## config.mk

```make
export PLATFORM = sky130hd
export DESIGN_NAME = atl_flow
export DESIGN_NICKNAME = d
export VERILOG_FILES = /design/src/design/atl_flow.sv
export VERILOG_INCLUDE_DIRS = /design/src /design/src/design
export SDC_FILE = /design/constraint.sdc
export NUM_CORES = 1
export LEC_CHECK = 0
export BUFFER_PORTS_ARGS = -buffer_cell sky130_fd_sc_hd__clkbuf_2
export CORE_AREA = 2 2 39 41
export DETAILED_ROUTE_END_ITERATION = 10
export DIE_AREA = 0 0 41 43
export GPL_TIMING_DRIVEN = 0
export SYNTH_ARGS = -nofsm -noshare
export SYNTH_HDL_FRONTEND = slang
export SYNTH_SLANG_ARGS = --single-unit
```

## constraint.sdc

```tcl
create_clock -name clk_i -period 0.9 [get_ports clk_i]
set_input_delay 0.135 -clock clk_i [delete_from_list [all_inputs] [get_ports clk_i]]
set_output_delay 0.135 -clock clk_i [all_outputs]
set_load 0.05 [all_outputs]
```

## src/design/assert_macros.svh

```systemverilog
// Assertion macros shared by the RTL of the tilt angle block.
`ifndef ASSERT_MACROS_SVH
`define ASSERT_MACROS_SVH
`ifndef NO_ASSERTIONS
// Clocked assertion that is switched off while reset is active.
`define ATL_ASSERT(name, clk, rst_n, prop) \
  name: assert property (@(posedge clk) disable iff (!rst_n) prop) \
    else $error("assertion failed");
// Clocked assertion that also holds while reset is active.
`define ATL_ASSERT_ALWAYS(name, clk, prop) \
  name: assert property (@(posedge clk) prop) else $error("assertion failed");
`else
`define ATL_ASSERT(name, clk, rst_n, prop)
`define ATL_ASSERT_ALWAYS(name, clk, prop)
`endif
`endif

```

## src/design/atl_flow.sv

```systemverilog
// Valid bits and load enables of the pipeline stages.
`timescale 1ns / 1ps
`default_nettype none
`include "assert_macros.svh"
module atl_flow #(
  parameter int unsigned NumStages = 4
) (
  input  logic                 clk_i,
  input  logic                 rst_ni,
  input  logic                 in_valid_i,
  input  logic                 out_ready_i,
  output logic [NumStages-1:0] en_o,
  output logic [NumStages-1:0] vld_o
);

  logic [NumStages-1:0] vld_q;
  logic [NumStages-1:0] vld_d;

  // A stage loads when it is empty or its content moves on.
  always_comb begin
    en_o[NumStages-1] = !vld_q[NumStages-1] || out_ready_i;
    for (int k = NumStages - 2; k >= 0; k--) begin
      en_o[k] = !vld_q[k] || en_o[k+1];
    end
  end

  // Valid bits follow the data.
  always_comb begin
    vld_d = vld_q;
    if (en_o[0]) begin
      vld_d[0] = in_valid_i;
    end
    for (int k = 1; k < NumStages; k++) begin
      if (en_o[k]) begin
        vld_d[k] = vld_q[k-1];
      end
    end
  end

  always_ff @(posedge clk_i or negedge rst_ni) begin
    if (!rst_ni) begin
      vld_q <= '0;
    end else begin
      vld_q <= vld_d;
    end
  end

  assign vld_o = vld_q;

  `ATL_ASSERT(a_out_held, clk_i, rst_ni, vld_q[NumStages-1] && !out_ready_i |=> vld_q[NumStages-1])
  `ATL_ASSERT(a_ready_on_drain, clk_i, rst_ni, out_ready_i |-> en_o[0])
  `ATL_ASSERT(a_ready_when_empty, clk_i, rst_ni, !vld_q[NumStages-1] |-> en_o[0])
  `ATL_ASSERT_ALWAYS(a_reset_empty, clk_i, !rst_ni |=> vld_q == '0 || rst_ni)

endmodule
`default_nettype wire

```

==> results of run 1 <==
## logic make-up (layout without fill, tap and decap cells)
| kind of cell | count (synthesis) | in the layout | synth area share [%] |
|---|---|---|---|
| DFF | 4 | 4 | 59.3 |
| buffers and inverters | 1 | 19 | 2.22 |
| and+or+nand+nor | 7 | 7 | 32.6 |
| AOI/OAI and AO/OA | 1 | 1 | 5.93 |
## metrics by stage
stage,setup slack (ns),util (%),cells
after detailed placement,-0.143,18.0,40
after global placement,-0.134,18.0,40
final,-0.312,28.0,47
after CTS,-0.314,26.9,46
after global routing,-0.374,28.0,47
after floorplan,-0.515,-,13
## worst reg2reg max path: stages (launching register included)
cell	delay [ns]
dfrtp_2	0.43
nand4b_1	0.17
buf_4	0.13
nand2b_1	0.04
## power groups by stage
stage	combinational [W]	clock (W)	sequential (W)
final	0.000318	0.000218	0.000230
after global routing	0.000332	0.000251	0.000233
after floorplan	0.0000994	0	0.000288
after detailed placement	0.000216	0	0.000228
after CTS	0.000295	0.000232	0.000227
after global placement	0.000215	0	0.000228
## final timing paths
check,end,slack (ns),start,cells after the start
worst max register to register,vld_o[1]$_DFFE_PN0P_,0.01,vld_o[1]$_DFFE_PN0P_,3
worst max-delay path,en_o[0],-0.31,vld_o[3]$_DFFE_PN0P_,3
max in group asynchronous,vld_o[2]$_DFFE_PN0P_,0.51,rst_ni,2
min in group asynchronous,vld_o[0]$_DFFE_PN0P_,0.25,rst_ni,2
worst min-delay path,vld_o[0]$_DFFE_PN0P_,0.11,in_valid_i,2
worst min register to register,vld_o[2]$_DFFE_PN0P_,0.54,vld_o[1]$_DFFE_PN0P_,1
## routing by layer
metal / part of all wire (%) / up-vias / global-route usage, %
met5: 0 / - / 0
met4: 1.2 / 0 / 8.00
met3: 16 / 2 / 5.24
met2: 43 / 12 / 9.38
met1: 40 / 71 / 8.85
li1: - / 85 / -
## final cells by class
| cell class | count | share of cell area, % |
|---|---|---|
| Timing Repair Buffer | 15 | 44.2 |
| Sequential cell | 4 | 27.1 |
| Multi-Input combinational cell | 8 | 16.8 |
| Clock buffer | 3 | 5.81 |
| Tap cell | 16 | 5.16 |
| Inverter | 1 | 0.968 |
## cell usage after synthesis (all sizes together)
library cell | n | area share [%]
nand4b | 1 | 5.2
nand4 | 1 | 3.7
nor2b | 1 | 8.1
nand2b | 3 | 11
dfrtp | 4 | 59
a41o | 1 | 5.9
inv | 1 | 2.2
nand3b | 1 | 4.4
## placed cells by master (no fill, tap or decap)
master,Yosys,layout
a41o_1,1,1
buf_4,0,3
buf_6,0,1
buf_8,0,4
clkbuf_16,0,1
clkbuf_2,0,3
clkbuf_4,0,3
clkbuf_8,0,2
dfrtp_2,0,4
dlygate4sd3_1,0,1
inv_1,1,1
nand2b_1,3,3
nand3b_1,1,1
nand4_1,1,1
nand4b_1,1,1
nor2b_4,1,1
## repair_timing
item,4_1_cts,5_1_grt
buffers inserted,2,1
endpoints found under the setup margin,8,8
gates cloned,0,0
hold endpoints to repair,4,0
gates resized for setup,16,6
pin swaps,2,2
hold buffers,1,0
==> flow_summary.json, run 1 <==
{
  "floorplan.rows": 14,
  "p_leak_nw": 0.181,
  "cts_buffer_depth": 2,
  "critical-path-max-stage-delay_ns": 0.38,
  "grtUsageTotal_pct": 7.98,
  "finalMaxSlewViolations": 0,
  "yosys.cell_types.count": 8,
  "power_density_mw_per_mm2": 1980,
  "power.ir.vdd_worst_mv": 0.591,
  "ys_seq_area_share_pct": 59.3,
  "fillCellCount": 147,
  "slew_headroom_pct": 89.1,
  "post_dp_cell_area_um2": 249,
  "arrival_ns": 1.08,
  "maxCapViolCount": 0,
  "pin_count": 12,
  "status": "finished, violations left",
  "comb_power_share_pct": 41.6,
  "p_int_w": 0.000491,
  "area_delta_synth_final_pct": 130,
  "finalSetupViolCount": 8,
  "switching_power_w": 0.000275,
  "die_y_um": 43,
  "slowest_stage": "dfrtp_2",
  "fin_nets": 37,
  "path_class": "reg -> out",
  "htree_num_levels": 1,
  "tightest_slew_ns": 0.162,
  "startpoint_type": "flop",
  "firstDrtPassIters": 2,
  "ant_nets": 0,
  "cts_tree": "done",
  "drc": 0,
  "fmax_mhz": 825,
  "final.setup_skew_ns": 0.00306,
  "layout_setup_ws_ns": -0.312,
  "power_w": 0.000766,
  "path_clk_slew_ns": 0.04,
  "p_clk_share_pct": 28.4,
  "coreArea_mm2": 0.00138,
  "grt_pass1_vias": 203,
  "cts_made_buffers": 3,
  "multi_input_area_um2": 65.1,
  "fin_setup_tns_ns": -1.53,
  "routedWlPerCell_um": 10.9,
  "cp_top_family": "flip-flops",
  "min_period_over_period_pct": 135,
  "synth_seq_cells": 4,
  "synthCells": 13,
  "numClockSinks": 4,
  "cp.buffers_inverters": 1,
  "violations": "setup timing",
  "num_vias": 170,
  "place_congestion": 0.655,
  "cp_max_fo": 4,
  "start_util_pct": 12.2,
  "hp-class": "in -> reg",
  "diodes": 0,
  "avgSynthCellArea_um2": 13.0,
  "grt_overflow": 0,
  "viasPerCell": 3.62,
  "die_x_um": 41,
  "port_buffers": 11,
  "hold_slack_ns": 0.108,
  "crit_path_cell_trace": "nor2b_4, nand4_1, clkbuf_8",
  "layout-drive-gt1-share_pct": 71.0,
  "finish.instance_area_um2": 388,
  "period_minus_slack_ns": 1.21,
  "synth.cell_area_um2": 169,
  "grt_max_degree": 7,
  "cts_root_buffer": "clkbuf_4",
  "worstSkewPairLatency_ns": 0.23,
  "seq_area_um2": 105,
  "cp.required_ns": 0.76,
  "totalWireLength_um": 511,
  "hold_violations": 0,
  "antenna_found_initial": 0,
  "grt_pass1_wl_um": 848,
  "end_kind": "output pin",
  "syn-num-nets": 17,
  "rsz0062_at_grt": "true",
  "yosysWarningCount": 0,
  "drtIter0Drc": 3,
  "die_area_mm2": 0.00176,
  "p_sw_share_pct": 35.9,
  "power_frac_seq_pct": 30.0,
  "largest_reg_flops": 4
}
Note: power is estimated with default switching activity, not from simulation.
==> run 2: changes to the inputs <==
RECOVER_POWER = 25   (was not set)
==> run 2 against run 1 <==
Net effect: the flow still finishes with violations (setup timing); worst setup slack barely moved; sequential share of layout area rose by 0.088 points; first-iteration DRC count did not move; clock power barely moved; non-clock buffer count did not move; cell area fell by 0.32%; combinational power barely moved; worst hold slack did not move; largest power group unchanged; core utilization fell by 0.090 points; maximum frequency barely moved.
==> flow_summary.json, run 2 (synthesis gave the netlist of run 1 again) <==
{
  "grt_overflow": 0,
  "cts_buffer_depth": 2,
  "cp-startpoint": "vld_o[3]$_DFFE_PN0P_",
  "grt_max_degree": 7,
  "violations": "setup timing",
  "floorplan.rows": 14,
  "worstHoldStart": "in_valid_i",
  "p_int_w": 0.000490,
  "p_clk_share_pct": 28.5,
  "path_class": "reg -> out",
  "holdPathEnd": "vld_o[0]$_DFFE_PN0P_",
  "use_met3_pct": 5.24,
  "pin_count": 12,
  "cts_made_buffers": 3,
  "comb_power_share_pct": 41.5,
  "layout-drive-gt1-share_pct": 67.7,
  "grt_pass1_vias": 203,
  "power_density_mw_per_mm2": 1980,
  "fmax_mhz": 825,
  "hold_slack_ns": 0.108,
  "cts_root_buffer": "clkbuf_4",
  "largest_reg_flops": 4,
  "drc": 0,
  "rr_startpoint": "vld_o[1]$_DFFE_PN0P_",
  "drtIter0Drc": 3,
  "r2r_slack_ns": 0.01,
  "final.setup_skew_ns": 0.00306,
  "place_congestion": 0.655,
  "cts_tree": "done",
  "area_delta_synth_final_pct": 129,
  "hold_depth": 2,
  "finalMaxSlewViolations": 0,
  "diodes": 0,
  "firstDrtPassIters": 2,
  "grt_pass1_wl_um": 848,
  "viasPerCell": 3.62,
  "cp.required_ns": 0.76,
  "coreArea_mm2": 0.00138,
  "met1_usage_pct": 8.85,
  "hp-class": "in -> reg",
  "path_clk_slew_ns": 0.04,
  "grt.busiest_layer": "met2",
  "hold_violations": 0,
  "fin_nets": 37,
  "cp_max_fo": 4,
  "use_met2_pct": 9.38,
  "power_frac_seq_pct": 30.0,
  "fin_setup_tns_ns": -1.53,
  "port_buffers": 11,
  "rsz0062_at_grt": "true",
  "switching_power_w": 0.000275,
  "finalSetupViolCount": 8,
  "power.ir.vdd_worst_mv": 0.590,
  "p_leak_nw": 0.178,
  "htree_num_levels": 1,
  "num_vias": 170,
  "grtUsageTotal_pct": 7.98,
  "startpoint_type": "flop",
  "layout_setup_ws_ns": -0.313,
  "numClockSinks": 4,
  "die_y_um": 43,
  "routedWlPerCell_um": 10.8,
  "slew_headroom_pct": 86.2,
  "maxCapViolCount": 0,
  "die_x_um": 41,
  "worstSkewPairLatency_ns": 0.23,
  "end_kind": "output pin",
  "ant_nets": 0,
  "final_core_util_pct": 27.9,
  "arrival_ns": 1.08,
  "antenna_found_initial": 0,
  "min_period_over_period_pct": 135,
  "totalWireLength_um": 509,
  "p_sw_share_pct": 35.9,
  "worstRegToRegCells": 3,
  "timing.rr.end": "vld_o[1]$_DFFE_PN0P_",
  "start_util_pct": 12.2,
  "mostFrequentLayoutCells": "4 x buf_8, 4 x dfrtp_2, 3 x nand2b_1, 3 x clkbuf_4, 3 x buf_4",
  "period_minus_slack_ns": 1.21,
  "die_area_mm2": 0.00176,
  "status": "finished, violations left",
  "tightest_slew_ns": 0.207
}
-- run 2: cell counts in the layout (fill, tap and decap cells not counted) --
Identical to the previous run, type by type.
-- run 2: power groups by stage --
stage / Sequential [W] / Combinational (W) / Clock [W]
finish: 0.000230 / 0.000318 / 0.000218
global route: 0.000233 / 0.000331 / 0.000251
CTS: 0.000227 / 0.000295 / 0.000232
detailed placement: 0.000228 / 0.000216 / 0
global placement: 0.000228 / 0.000215 / 0
floorplan: 0.000288 / 0.0000994 / 0
-- run 2: area by class of cell --
| cell class | instances | area [um^2] |
|---|---|---|
| fill | 148 | 997 |
| timing repair buffer | 15 | 170 |
| sequential | 4 | 105 |
| multi-input combinational | 8 | 65.1 |
| clock buffer | 3 | 22.5 |
| tap | 16 | 20.0 |
| inverter | 1 | 3.75 |
-- run 2: worst max-delay path, stage by stage (launching register included) --
cell and delay [ns]:
dfrtp_2 0.38, nor2b_4 0.17, nand4_1 0.10, clkbuf_8 0.20
-- run 2: worst max-delay path by stage --
stage / endpoint / depth (start not counted)
3_3_place_gp: en_o[0] / 3
4_1_cts: en_o[0] / 3
6_report: en_o[0] / 3
2_1_floorplan: vld_o[1]$_DFFE_PN0P_ / 2
5_1_grt: en_o[0] / 3
3_5_place_dp: en_o[0] / 3
-- run 2: through the flow --
stage	std cells	total power (W)	setup WS, ns	area, um^2
2_1_floorplan	13	0.000387	-0.515	174
3_3_place_gp	40	0.000442	-0.134	249
3_5_place_dp	40	0.000444	-0.143	249
4_1_cts	46	0.000754	-0.314	372
5_1_grt	47	0.000815	-0.374	387
6_report	47	0.000765	-0.313	387
-- run 2: per-layer routing --
metal,vias to the layer above,wire length [um]
li1,85,-
met1,71,202
met2,12,218
met3,2,82
met4,0,6
met5,-,0
-- run 2: repair_timing --
item	in CTS	in global routing
gates resized for setup	16	6
pin swaps	2	2
hold endpoints to repair	4	0
hold buffers	1	0
endpoints found under the setup margin	8	8
buffers inserted	2	1
==> run 3: changes to the inputs <==
BUFFER_PORTS_ARGS = -buffer_cell sky130_fd_sc_hd__buf_2   (was -buffer_cell sky130_fd_sc_hd__clkbuf_2)
==> run 3 against run 2 <==
Net effect: the flow still finishes with violations (setup timing); global-route usage up 0.47 points; largest power group unchanged; highest routed layer is now met3; largest cell class unchanged; core utilization is 0.27 points higher; non-clock buffer count up 3.
==> flow_summary.json, run 3 (synthesis gave the netlist of run 1 again) <==
{
  "num_vias": 193,
  "die_y_um": 43,
  "end_kind": "output pin",
  "totalWireLength_um": 543,
  "rsz0062_at_grt": "true",
  "grt_max_degree": 7,
  "antenna_found_initial": 0,
  "area_delta_synth_final_pct": 131,
  "critical-path-max-stage-delay_ns": 0.37,
  "cp.required_ns": 0.76,
  "mostFrequentLayoutCells": "8 x buf_6, 4 x buf_4, 4 x dfrtp_2",
  "power_density_mw_per_mm2": 2030,
  "finalSetupViolCount": 9,
  "finalMaxSlewViolations": 0,
  "fin_nets": 40,
  "final_common_cell": "buf_6",
  "floorplan.rows": 14,
  "power.ir.vdd_worst_mv": 0.780,
  "cts_root_buffer": "clkbuf_4",
  "seq_area_um2": 105,
  "largest_reg_flops": 4,
  "viasPerCell": 3.86,
  "drtIter0Drc": 0,
  "port_buffers": 11,
  "die_x_um": 41,
  "hp-class": "in -> reg",
  "r2r_slack_ns": -0.07,
  "grtUsageTotal_pct": 8.45,
  "period_minus_slack_ns": 1.21,
  "routedWlPerCell_um": 10.9,
  "arrival_ns": 1.07,
  "violations": "setup timing",
  "layout_setup_ws_ns": -0.305,
  "fillCellCount": 149,
  "drc": 0,
  "htree_num_levels": 1,
  "slowest_stage": "dfrtp_2",
  "fin_setup_tns_ns": -1.57,
  "numClockSinks": 4,
  "start_util_pct": 12.2,
  "hold_violations": 0,
  "min_period_over_period_pct": 134,
  "final.setup_skew_ns": 0.00179,
  "grt_overflow": 0,
  "coreArea_mm2": 0.00138,
  "status": "finished, violations left",
  "firstDrtPassIters": 1,
  "startpoint_type": "flop",
  "grt_pass1_wl_um": 910,
  "place_congestion": 0.658,
  "worstSkewPairLatency_ns": 0.24,
  "maxCapViolCount": 0,
  "path_clk_slew_ns": 0.04,
  "multi_input_area_um2": 65.1,
  "hold_slack_ns": 0.0835,
  "pin_count": 12,
  "ant_nets": 0,
  "grt_pass1_vias": 200,
  "slew_headroom_pct": 84.7,
  "die_area_mm2": 0.00176,
  "p_leak_nw": 0.181,
  "cts_made_buffers": 3,
  "cts_buffer_depth": 2,
  "finish.instance_area_um2": 390,
  "tightest_slew_ns": 0.230,
  "fmax_mhz": 830,
  "post_dp_cell_area_um2": 249,
  "cts_tree": "done",
  "cp_max_fo": 4,
  "diodes": 0,
  "layout-drive-gt1-share_pct": 70.6,
  "path_class": "reg -> out",
  "crit_path_cell_trace": "nor2b_4, nand4_1, buf_6"
}
==> run 3: cell types whose count changed in the layout (fill, tap and decap cells not counted) <==
cell,change
buf_2,+2
buf_6,+7
clkbuf_8,-2
buf_8,-2
buf_4,+1
clkbuf_16,-1
clkbuf_2,-2
==> run 3: path summary, 6_finish.rpt <==
| kind | end | start | cells past startpoint |
|---|---|---|---|
| max in group asynchronous | vld_o[2]$_DFFE_PN0P_ | rst_ni | 2 |
| max reg2reg | vld_o[0]$_DFFE_PN0P_ | vld_o[2]$_DFFE_PN0P_ | 3 |
| min reg2reg | vld_o[2]$_DFFE_PN0P_ | vld_o[1]$_DFFE_PN0P_ | 1 |
| min | vld_o[0]$_DFFE_PN0P_ | in_valid_i | 2 |
| max | en_o[0] | vld_o[3]$_DFFE_PN0P_ | 3 |
| min in group asynchronous | vld_o[1]$_DFFE_PN0P_ | rst_ni | 2 |
==> run 3: repair_timing <==
item                                   4_1_cts  5_1_grt
pin swaps                                    1        3
endpoints found under the hold margin        4        0
setup endpoints to repair                    8       10
hold buffers                                 1        0
resized for setup                           17        3
buffers inserted                             4        3
==> run 3: per-layer routing <==
metal / track usage [%] / routed length, um / vias up
met5: 0 / 0 / -
met4: 2.00 / 0 / 0
met3: 10.5 / 94 / 0
met2: 8.75 / 195 / 15
met1: 10.7 / 253 / 90
li1: - / - / 88
==> run 3: report_power, final <==
| group | switching, W | leakage, nW | internal, W |
|---|---|---|---|
| sequential | 0.0000239 | 0.0393 | 0.000203 |
| combinational | 0.000186 | 0.128 | 0.000143 |
| clock | 0.0000881 | 0.0138 | 0.000150 |
| total | 0.000298 | 0.181 | 0.000496 |
==> run 3: layout make-up <==
type,count,area share [%]
Timing Repair Buffer,18,44.6
Sequential cell,4,26.9
Multi-Input combinational cell,8,16.7
Clock buffer,3,5.77
Tap cell,16,5.13
Inverter,1,0.962
==> run 3: stage by stage <==
step	power [W]	util, %	worst slack [ns]	cells
after floorplan	0.000387	-	-0.515	13
after global placement	0.000442	18.0	-0.114	40
after detailed placement	0.000445	18.0	-0.116	40
after CTS	0.000766	26.4	-0.301	48
after global routing	0.000842	28.2	-0.374	50
final	0.000794	28.2	-0.305	50
==> run 3: critical path: cells and delay by family, from the launching register on <==
kind          cells  cell delay, ns
buf+inv           1            0.17
flops             1            0.37
simple gates      2            0.28
